[src/sv/dea_pkg.sv]
// Shared constants for the double-ended arena allocator: field widths,
// command, status and register codes, parameter defaults. No dependencies.
package dea_pkg;

	localparam int MARK_DEPTH_DEF = 8;
	localparam int ALIGN_BITS_DEF = 2;

	localparam int CMD_W    = 4;
	localparam int SIZE_W   = 24;
	localparam int ID_W     = 3;
	localparam int ADDR_W   = 32;
	localparam int MIDX_W   = 4;
	localparam int STATUS_W = 2;

	localparam int CFG_IDX_W  = 1;
	localparam int CFG_DATA_W = 32;

	localparam logic [CFG_IDX_W-1:0] REG_PACK_START = 1'd0;
	localparam logic [CFG_IDX_W-1:0] REG_PACK_SIZE  = 1'd1;

	localparam logic [CMD_W-1:0] CMD_NEW_PACK    = 4'd0;
	localparam logic [CMD_W-1:0] CMD_ALLOC_LOW   = 4'd1;
	localparam logic [CMD_W-1:0] CMD_ALLOC_HIGH  = 4'd2;
	localparam logic [CMD_W-1:0] CMD_CLEAR_HIGH  = 4'd3;
	localparam logic [CMD_W-1:0] CMD_RESIZE_LAST = 4'd4;
	localparam logic [CMD_W-1:0] CMD_PUSH        = 4'd5;
	localparam logic [CMD_W-1:0] CMD_POP         = 4'd6;
	localparam logic [CMD_W-1:0] CMD_POP_TO      = 4'd7;
	localparam logic [CMD_W-1:0] CMD_CLEAR_LOW   = 4'd8;
	localparam logic [CMD_W-1:0] CMD_QUERY       = 4'd9;

	localparam logic [STATUS_W-1:0] STATUS_OK       = 2'd0;
	localparam logic [STATUS_W-1:0] STATUS_NO_SPACE = 2'd1;
	localparam logic [STATUS_W-1:0] STATUS_BAD_MARK = 2'd2;

endpackage

[src/sv/dea_cmd_if.sv]
// Command channel of the arena allocator: valid/ready plus command fields.
// Depends on dea_pkg for field widths.
interface dea_cmd_if;
	logic                        valid;
	logic                        ready;
	logic [dea_pkg::CMD_W-1:0]   command;
	logic [dea_pkg::SIZE_W-1:0]  req_size;
	logic [dea_pkg::ID_W-1:0]    mark_id;

	modport source (output valid, output command, output req_size, output mark_id,
		input ready);
	modport sink (input valid, input command, input req_size, input mark_id,
		output ready);
endinterface

[src/sv/dea_rsp_if.sv]
// Result channel of the arena allocator: valid/ready plus result fields.
// Depends on dea_pkg for field widths.
interface dea_rsp_if;
	logic                          valid;
	logic                          ready;
	logic [dea_pkg::ADDR_W-1:0]    address;
	logic [dea_pkg::MIDX_W-1:0]    mark_index;
	logic [dea_pkg::SIZE_W-1:0]    free_bytes;
	logic [dea_pkg::STATUS_W-1:0]  status;

	modport source (output valid, output address, output mark_index, output free_bytes,
		output status, input ready);
	modport sink (input valid, input address, input mark_index, input free_bytes,
		input status, output ready);
endinterface

[src/sv/double_ended_arena_allocator_core.sv]
// Double-ended arena allocator core: cursors, mark stack and result register.
// Depends on dea_pkg, dea_cmd_if and dea_rsp_if.
//
// One command is taken per clock while the result side accepts results, and every
// command returns exactly one result beat: the command is held in an input register,
// all cursor and mark updates are done in one pass of logic, and the result lands in
// an output register. The sustained rate is one command per cycle when the result
// side does not stall, set by the update loop on the cursor registers.
// Commands: new pack loads the arena from pack_start/pack_size; alloc low/high return
// the block start, with sizes rounded up to 2^ALIGN_BITS bytes (the free-space check
// uses the unrounded size and reports out of memory without changing state); clear
// high, resize last, push, pop, pop to, clear low and query act on the cursors and
// the mark stack as their names say; unused codes act as query. The mark stack is a
// small memory read when a command is accepted, so no clearing pass follows reset.
// Write pack_start and pack_size only while no command is in flight.
module double_ended_arena_allocator_core #(
	parameter int MARK_DEPTH = dea_pkg::MARK_DEPTH_DEF,
	parameter int ALIGN_BITS = dea_pkg::ALIGN_BITS_DEF
) (
	input  logic                             clk,
	input  logic                             arst_n,
	input  logic                             cfg_en,
	input  logic [dea_pkg::CFG_IDX_W-1:0]    cfg_index,
	input  logic [dea_pkg::CFG_DATA_W-1:0]   cfg_data,
	dea_cmd_if.sink                          cmd,
	dea_rsp_if.source                        rsp
);

	localparam int CNT_W = $clog2(MARK_DEPTH + 1);
	localparam int IDX_W = (MARK_DEPTH > 1) ? $clog2(MARK_DEPTH) : 1;
	localparam int SEL_W = (CNT_W > dea_pkg::ID_W) ? CNT_W : dea_pkg::ID_W;
	localparam int MI_W  = (CNT_W > dea_pkg::MIDX_W) ? CNT_W : dea_pkg::MIDX_W;
	localparam int RSZ_W = dea_pkg::SIZE_W + 1;
	localparam int AW    = dea_pkg::ADDR_W;
	localparam logic [RSZ_W-1:0] ALIGN_MASK = RSZ_W'((1 << ALIGN_BITS) - 1);
	localparam logic [CNT_W-1:0] DEPTH_CNT  = CNT_W'(MARK_DEPTH);

	// configuration registers
	logic [AW-1:0]               pack_start_q;
	logic [dea_pkg::SIZE_W-1:0]  pack_size_q;

	// allocator state
	logic [AW-1:0]     low_q, high_q, end_q, base_q;
	logic [RSZ_W-1:0]  last_size_q;
	logic [CNT_W-1:0]  mark_cnt_q;
	logic [AW-1:0]     mark_mem [MARK_DEPTH];

	// input stage
	logic                          valid_s1;
	logic [dea_pkg::CMD_W-1:0]     cmd_s1;
	logic [dea_pkg::SIZE_W-1:0]    req_size_s1;
	logic [dea_pkg::ID_W-1:0]      mark_id_s1;
	logic [AW-1:0]                 rd_data_s1;
	logic                          byp_s1;
	logic [AW-1:0]                 byp_data_s1;

	// result register
	logic                           rsp_valid_q;
	logic [AW-1:0]                  address_q;
	logic [dea_pkg::MIDX_W-1:0]     mark_index_q;
	logic [dea_pkg::SIZE_W-1:0]     free_bytes_q;
	logic [dea_pkg::STATUS_W-1:0]   status_q;

	// update logic
	logic                           adv, accept;
	logic [AW-1:0]                  diff_now, diff_n, mark_rd;
	logic                           lacking;
	logic [RSZ_W-1:0]               round_sz;
	logic [AW-1:0]                  low_n, high_n, end_n, base_n, addr_n;
	logic [RSZ_W-1:0]               last_size_n;
	logic [CNT_W-1:0]               cnt_n, cnt_d;
	logic [MI_W-1:0]                midx_n;
	logic [dea_pkg::STATUS_W-1:0]   status_n;
	logic [dea_pkg::SIZE_W-1:0]     free_n;
	logic                           push_we;
	logic [SEL_W-1:0]               rd_sel;
	logic [IDX_W-1:0]               rd_addr, wr_addr;

	// Advance the input stage when the result register is free or being drained.
	assign adv       = valid_s1 && (!rsp_valid_q || rsp.ready);
	assign cmd.ready = !valid_s1 || adv;
	assign accept    = cmd.valid && cmd.ready;

	// Forward a push written on the same edge as the read.
	assign mark_rd = byp_s1 ? byp_data_s1 : rd_data_s1;

	always_comb begin
		diff_now    = high_q - low_q;
		lacking     = diff_now[AW-1] || (diff_now < AW'(req_size_s1));
		round_sz    = (RSZ_W'(req_size_s1) + ALIGN_MASK) & ~ALIGN_MASK;
		low_n       = low_q;
		high_n      = high_q;
		end_n       = end_q;
		base_n      = base_q;
		last_size_n = last_size_q;
		cnt_n       = mark_cnt_q;
		addr_n      = '0;
		midx_n      = '0;
		status_n    = dea_pkg::STATUS_OK;
		push_we     = 1'b0;
		case (cmd_s1)
			dea_pkg::CMD_NEW_PACK: begin
				base_n = pack_start_q;
				low_n  = pack_start_q;
				high_n = pack_start_q + AW'(pack_size_q);
				end_n  = pack_start_q + AW'(pack_size_q);
				cnt_n  = '0;
			end
			dea_pkg::CMD_ALLOC_LOW: begin
				if (lacking) begin
					status_n = dea_pkg::STATUS_NO_SPACE;
				end else begin
					last_size_n = round_sz;
					addr_n      = low_q;
					low_n       = low_q + AW'(round_sz);
				end
			end
			dea_pkg::CMD_ALLOC_HIGH: begin
				if (lacking) begin
					status_n = dea_pkg::STATUS_NO_SPACE;
				end else begin
					last_size_n = round_sz;
					high_n      = high_q - AW'(round_sz);
					addr_n      = high_q - AW'(round_sz);
				end
			end
			dea_pkg::CMD_CLEAR_HIGH: begin
				high_n = end_q;
			end
			dea_pkg::CMD_RESIZE_LAST: begin
				// no space check: the low cursor may run past the high cursor
				low_n       = low_q - AW'(last_size_q) + AW'(round_sz);
				addr_n      = low_q - AW'(last_size_q) + AW'(round_sz);
				last_size_n = round_sz;
			end
			dea_pkg::CMD_PUSH: begin
				midx_n = MI_W'(mark_cnt_q);
				if (mark_cnt_q < DEPTH_CNT) begin
					push_we = 1'b1;
					cnt_n   = mark_cnt_q + CNT_W'(1);
				end
			end
			dea_pkg::CMD_POP: begin
				if (mark_cnt_q != '0) begin
					cnt_n = mark_cnt_q - CNT_W'(1);
					low_n = mark_rd;
				end
			end
			dea_pkg::CMD_POP_TO: begin
				if (SEL_W'(mark_id_s1) >= SEL_W'(mark_cnt_q)) begin
					status_n = dea_pkg::STATUS_BAD_MARK;
				end else begin
					cnt_n = CNT_W'(mark_id_s1);
					low_n = mark_rd;
				end
			end
			dea_pkg::CMD_CLEAR_LOW: begin
				cnt_n = '0;
				low_n = base_q;
			end
			default: begin
			end
		endcase
		// free space after the command, clamped to the field range
		diff_n = high_n - low_n;
		if (diff_n[AW-1]) begin
			free_n = '0;
		end else if (|diff_n[AW-2:dea_pkg::SIZE_W]) begin
			free_n = '1;
		end else begin
			free_n = diff_n[dea_pkg::SIZE_W-1:0];
		end
	end

	// Read address: pop uses the count after the retiring command, others mark_id.
	always_comb begin
		cnt_d = adv ? cnt_n : mark_cnt_q;
		if (cmd.command == dea_pkg::CMD_POP) begin
			rd_sel = SEL_W'(cnt_d) - SEL_W'(1);
		end else begin
			rd_sel = SEL_W'(cmd.mark_id);
		end
		rd_addr = rd_sel[IDX_W-1:0];
		wr_addr = mark_cnt_q[IDX_W-1:0];
	end

	// configuration writes
	always_ff @(posedge clk or negedge arst_n) begin
		if (!arst_n) begin
			pack_start_q <= '0;
			pack_size_q  <= '0;
		end else if (cfg_en) begin
			case (cfg_index)
				dea_pkg::REG_PACK_START: pack_start_q <= cfg_data;
				dea_pkg::REG_PACK_SIZE:  pack_size_q  <= cfg_data[dea_pkg::SIZE_W-1:0];
				default: begin
				end
			endcase
		end
	end

	// commit state when a command retires
	always_ff @(posedge clk or negedge arst_n) begin
		if (!arst_n) begin
			low_q       <= '0;
			high_q      <= '0;
			end_q       <= '0;
			base_q      <= '0;
			last_size_q <= '0;
			mark_cnt_q  <= '0;
		end else if (adv) begin
			low_q       <= low_n;
			high_q      <= high_n;
			end_q       <= end_n;
			base_q      <= base_n;
			last_size_q <= last_size_n;
			mark_cnt_q  <= cnt_n;
		end
	end

	// mark stack memory: write on push, registered read on accept
	always_ff @(posedge clk) begin
		if (adv && push_we) begin
			mark_mem[wr_addr] <= low_q;
		end
		if (accept) begin
			rd_data_s1 <= mark_mem[rd_addr];
		end
	end

	// input stage control
	always_ff @(posedge clk or negedge arst_n) begin
		if (!arst_n) begin
			valid_s1 <= 1'b0;
		end else if (cmd.ready) begin
			valid_s1 <= cmd.valid;
		end
	end

	// input stage payload and write-to-read bypass
	always_ff @(posedge clk) begin
		if (accept) begin
			cmd_s1      <= cmd.command;
			req_size_s1 <= cmd.req_size;
			mark_id_s1  <= cmd.mark_id;
			byp_s1      <= adv && push_we && (wr_addr == rd_addr);
			byp_data_s1 <= low_q;
		end
	end

	// result register: hold while stalled
	always_ff @(posedge clk or negedge arst_n) begin
		if (!arst_n) begin
			rsp_valid_q <= 1'b0;
		end else if (!rsp_valid_q || rsp.ready) begin
			rsp_valid_q <= valid_s1;
		end
	end

	always_ff @(posedge clk) begin
		if (adv) begin
			address_q    <= addr_n;
			mark_index_q <= midx_n[dea_pkg::MIDX_W-1:0];
			free_bytes_q <= free_n;
			status_q     <= status_n;
		end
	end

	assign rsp.valid      = rsp_valid_q;
	assign rsp.address    = address_q;
	assign rsp.mark_index = mark_index_q;
	assign rsp.free_bytes = free_bytes_q;
	assign rsp.status     = status_q;

endmodule

[src/flat_wrapper.sv]
// flat-port wrapper written by rule: the top's interface ports become plain ports
module double_ended_arena_allocator_core_flat 
#(
	parameter int MARK_DEPTH = dea_pkg::MARK_DEPTH_DEF,
	parameter int ALIGN_BITS = dea_pkg::ALIGN_BITS_DEF
)
  (clk, arst_n, cfg_en, cfg_index, cfg_data, cmd_valid, cmd_command, cmd_req_size, cmd_mark_id, cmd_ready, rsp_valid, rsp_address, rsp_mark_index, rsp_free_bytes, rsp_status, rsp_ready);
  dea_cmd_if cmd_i ();
  dea_rsp_if rsp_i ();
  input  logic clk;
  input  logic arst_n;
  input  logic cfg_en;
  input  logic [dea_pkg::CFG_IDX_W-1:0] cfg_index;
  input  logic [dea_pkg::CFG_DATA_W-1:0] cfg_data;
  input wire logic [$bits(cmd_i.valid)-1:0] cmd_valid;
  input wire logic [$bits(cmd_i.command)-1:0] cmd_command;
  input wire logic [$bits(cmd_i.req_size)-1:0] cmd_req_size;
  input wire logic [$bits(cmd_i.mark_id)-1:0] cmd_mark_id;
  output wire logic [$bits(cmd_i.ready)-1:0] cmd_ready;
  output wire logic [$bits(rsp_i.valid)-1:0] rsp_valid;
  output wire logic [$bits(rsp_i.address)-1:0] rsp_address;
  output wire logic [$bits(rsp_i.mark_index)-1:0] rsp_mark_index;
  output wire logic [$bits(rsp_i.free_bytes)-1:0] rsp_free_bytes;
  output wire logic [$bits(rsp_i.status)-1:0] rsp_status;
  input wire logic [$bits(rsp_i.ready)-1:0] rsp_ready;
  assign cmd_i.valid = cmd_valid;
  assign cmd_i.command = cmd_command;
  assign cmd_i.req_size = cmd_req_size;
  assign cmd_i.mark_id = cmd_mark_id;
  assign cmd_ready = cmd_i.ready;
  assign rsp_valid = rsp_i.valid;
  assign rsp_address = rsp_i.address;
  assign rsp_mark_index = rsp_i.mark_index;
  assign rsp_free_bytes = rsp_i.free_bytes;
  assign rsp_status = rsp_i.status;
  assign rsp_i.ready = rsp_ready;
  double_ended_arena_allocator_core #(.MARK_DEPTH(MARK_DEPTH), .ALIGN_BITS(ALIGN_BITS)) u_core (.clk(clk), .arst_n(arst_n), .cfg_en(cfg_en), .cfg_index(cfg_index), .cfg_data(cfg_data), .cmd(cmd_i), .rsp(rsp_i));
endmodule
[config.mk]
export PLATFORM = sky130hd
export DESIGN_NAME = double_ended_arena_allocator_core_flat
export DESIGN_NICKNAME = d
export VERILOG_FILES = /design/src/sv/dea_pkg.sv /design/src/sv/dea_cmd_if.sv /design/src/sv/dea_rsp_if.sv /design/src/sv/double_ended_arena_allocator_core.sv /design/src/flat_wrapper.sv
export SDC_FILE = /design/constraint.sdc
export NUM_CORES = 1
export LEC_CHECK = 0
export BUFFER_PORTS_ARGS = -buffer_cell sky130_fd_sc_hd__buf_2
export CAP_MARGIN = 25
export CORE_MARGIN = 4
export CORE_UTILIZATION = 49
export DETAILED_ROUTE_END_ITERATION = 8
export PLACE_DENSITY_LB_ADDON = 0.3
export SLEW_MARGIN = 15
export SYNTH_ARGS = -nofsm -noshare
export SYNTH_HDL_FRONTEND = slang
export SYNTH_SLANG_ARGS = --single-unit
[constraint.sdc]
create_clock -name clk -period 13.8 [get_ports clk]
set_input_delay 2.76 -clock clk [delete_from_list [all_inputs] [get_ports clk]]
set_output_delay 2.76 -clock clk [all_outputs]
set_load 0.005 [all_outputs]
==> flow_metrics.tcl <==
set metrics [dict create \
    cts_resized 0 \
    yosys_register_bits 627 \
    maximum_number_of_pins_on_one_net_before_global_route_repair 99 \
    initial_core_util_pct 49.6 \
    synth_nets 3944 \
    worst_path_most_repeated_cell "a21oi_1" \
    worstRegToRegCells 38 \
    cpMaxStageDelayCell "xnor2_4" \
    timing.clock.skew_ns 0.0247 \
    route.detailed.drc 0 \
    fp.coreArea_sq_mm 0.0746 \
    clock_sinks 627 \
    drive_above_1_share_pct 13.1 \
    num_vias 29600 \
    holdBufCountCts 0 \
    post-layout-total-power_w 0.00927 \
    floorplan.die.width_microns 283 \
    power_density_mw_per_mm2 226 \
    rsz_0062_raised_after_global_routing "no" \
    ir_drop_uv 162 \
    pwr-share-clk_pct 19.7 \
    tns_ns 0 \
    core.rowCount 100 \
    critical_path.reg2reg.startpoint "u_core.low_q[1]" \
    timing.max_slew.rel_slack_pct 21.8 \
    postCtsSetupBuffers 0 \
    pin_count 133 \
    endpoint_of_the_worst_slack_reg_to_reg_timing_path "u_core.rsp.free_bytes[1]" \
    dpl.hpwl_microns 84600 \
    crit_fanout 51 \
    post_synth_instance_area_sq_mm 0.0370 \
    cp_top_family "compound AO/OA/AOI/OAI gates" \
    report.final.setup_viol 0 \
    clock_tree_from_tritoncts "built" \
    cp_data_required_time_ns 14.12 \
    global_route.overflow_total 0 \
    setup.worst_path.class "reg -> reg" \
    min_period_ns 10.59 \
    min_period_over_period_pct 76.7 \
    worst_setup_path_start_kind "register" \
    drv.max_cap_violation_count 0 \
    cts_htree_levels 3 \
    crit_path_start "u_core.low_q[1]" \
    drt-initial-drc-count 3209 \
    clk_pin_slew_worst_paths_ns 0.06 \
    utilization_pct 55.0 \
    total_net_switching_power_w 0.00404 \
    critical_path.n_buffers_inverters 3 \
    io_buffers 132 \
    cts-buffers-inserted 69 \
    internal_power_w 0.00523 \
    syn_avg_cell_area_sq_um 10.1 \
    yosys_warnings 0 \
    number_of_instances_in_the_synthesized_netlist 3651 \
    timing.fmax_ghz 0.0944 \
    synth_sequential_area_ratio_pct 48.1 \
    vias_in_the_first_global_route 27900 \
    floorplan.die_area_sq_mm 0.0799 \
    antenna_found_initial 5 \
    finalMaxSlewViolations 0 \
    p_leak_nw 16.7 \
    critPathArrivalTime_ns 10.91 \
    slowest_delay_ns 0.78 \
    wirelength_microns 119000 \
    pwr-share-comb_pct 49.6 \
    ant_nets 0 \
    gr-usage-all-layers_pct 29.5 \
    gp_congestion 1.02 \
    grt_pass1_wl_microns 177000 \
    routed_wire_length_per_instance_microns 25.0 \
    outcome "complete, no violations" \
    synthDistinctLibCells 95 \
    detailedRoute.firstPassIterationCount 6 \
    asyncSetResetFlopFracSynth_pct 34.0 \
    end_kind "register" \
    whs_ns 0.488 \
    dp_cells 4635 \
    clk-insertion-delay-late_ns 0.62 \
    timing.final.hold_violations 0 \
    postSynth.topFlopCell "edfxtp_1" \
    fp.dieH_microns 283 \
    synth_edf_count 414 \
    fin_cells 4764 \
    clockRootBuffer "clkbuf_16" \
    worst-slew-pin-transition_ns 1.17 \
    vias_per_cell 6.21 \
    clock_path_buffers 3 \
    nets 4033 \
    reg2reg_slack_ns 3.21 \
    crit_end "u_core.rsp.free_bytes[1]" \
    part_of_the_power_in_registers_pct 30.7 \
    critical_path_depth 38 \
    holdCritPathClass "reg -> reg" \
    layout-area-overhead-vs-synth_pct 10.9 \
    power.share.switching_pct 43.6 \
]
## routing by layer
metal	wire length, microns	GRT usage, %
met4	5380	12.0
met3	11500	5.94
met5	27	0
met1	48900	40.6
met2	53500	46.1
## cells by family after synthesis
family	Yosys count	share of synthesized area, %
simple gates	1184	14.2
compound gates	953	17.1
fa+ha+maj	224	8.15
mux	165	4.90
xor+xnor	173	4.12
buf+inv	325	3.43
flops	627	48.1
## metrics by stage
stage | worst slack (ns) | area, sq um
2_1_floorplan | 5.75 | 37000
3_5_place_dp | 3.60 | 38700
6_report | 3.21 | 41000
3_3_place_gp | 3.87 | 38700
4_1_cts | 3.57 | 40900
5_1_grt | 2.65 | 41000
## tightest hold or removal path, cell delays in order, from the launching register on
cell and delay (ns):
dfrtp_1 0.34, nand2_1 0.04, o21ai_0 0.06
## final cells by class
class                      count  area (sq um)
sequential                   627         17800
fill                        6485         33600
inverter                     157           592
multi-input combinational   2699         18100
clock buffer                  89          1870
tap                          969          1210
antenna                        1          2.50
clock inverter                36           345
timing repair buffer         186          1110
## how the worst min path moves through the flow
| stage | from | end | cells after the start | slack [ns] |
|---|---|---|---|---|
| after floorplan | u_core.end_q[29] | u_core.end_q[29] | 2 | 0.44 |
| after CTS | u_core.end_q[28] | u_core.end_q[28] | 2 | 0.49 |
| after detailed placement | u_core.end_q[28] | u_core.end_q[28] | 2 | 0.47 |
| after global placement | u_core.end_q[29] | u_core.end_q[29] | 2 | 0.47 |
| after global routing | u_core.end_q[1] | u_core.end_q[1] | 1 | 0.51 |
| final | u_core.end_q[28] | u_core.end_q[28] | 2 | 0.49 |
## cells in the mapped netlist (12+ instances only)
cell	n	area (sq um)
nand4_1	16	100
o21bai_1	28	210
a221oi_1	25	219
a21oi_2	24	210
nor2b_1	19	119
clkbuf_1	135	507
ha_1	196	2450
nand3_1	211	1060
or3_1	12	75.1
dfrtp_1	213	5330
nand2_1	564	2120
a21o_1	71	533
o21ai_0	237	1190
nor3_1	56	280
and2_1	15	93.8
inv_1	156	586
xnor2_1	104	911
o22a_1	14	123
nand2b_1	32	200
fa_1	28	561
a211oi_1	25	188
and3_1	21	131
mux2i_1	38	380
edfxtp_1	414	12400
o211ai_1	23	173
o2bb2ai_1	24	210
nor2_1	192	721
xor2_1	68	596
a221o_1	17	170
o21a_1	37	278
mux2_2	127	1430
a21oi_1	220	1100
o21ai_1	30	150
buf_1	16	60.1
a2111oi_0	15	131
a31oi_1	20	125
a22oi_1	19	143
## flip-flops by register name, indices dropped and copies added, names as in the netlist, 3 cells and up
| signal | flops |
|---|---|
| u_core.byp_data_s1 | 32 |
| u_core.cmd_s1 | 4 |
| u_core.req_size_s1 | 24 |
| u_core.rd_data_s1 | 32 |
| u_core.mark_id_s1 | 3 |
| u_core.end_q | 32 |
| u_core.last_size_q | 23 |
| u_core.rsp.free_bytes | 24 |
| u_core.high_q | 32 |
| u_core.low_q | 32 |
| u_core.mark_cnt_q | 4 |
| u_core.pack_start_q | 32 |
| u_core.rsp.address | 32 |
| u_core.rsp.mark_index | 4 |
| u_core.mark_mem | 256 |
| u_core.pack_size_q | 24 |
| u_core.base_q | 32 |
## placed cells by master, fill, tap and decap left out, types with 28 or more instances in the layout
cell type  count
a21o_1        70
a21oi_1      218
buf_2        131
buf_4         51
clkbuf_16     71
dfrtp_1      213
edfxtp_1     414
fa_1          28
ha_1         196
inv_1        155
mux2_2       127
mux2i_1       37
nand2_1      562
nand2b_1      32
nand3_1      211
nor2_1       183
nor3_1        52
o21a_1        37
o21ai_0      237
o21ai_1       29
o21bai_1      28
xnor2_1      104
xor2_1        68
## power groups by stage
| stage | registers, W | logic (W) | clock network, W |
|---|---|---|---|
| CTS | 0.00283 | 0.00450 | 0.00185 |
| global route | 0.00287 | 0.00502 | 0.00193 |
| finish | 0.00284 | 0.00460 | 0.00183 |
| detailed placement | 0.00286 | 0.00447 | 0 |
| global placement | 0.00285 | 0.00445 | 0 |
| floorplan | 0.00268 | 0.00329 | 0 |
Power figures use the tool's default switching activity.
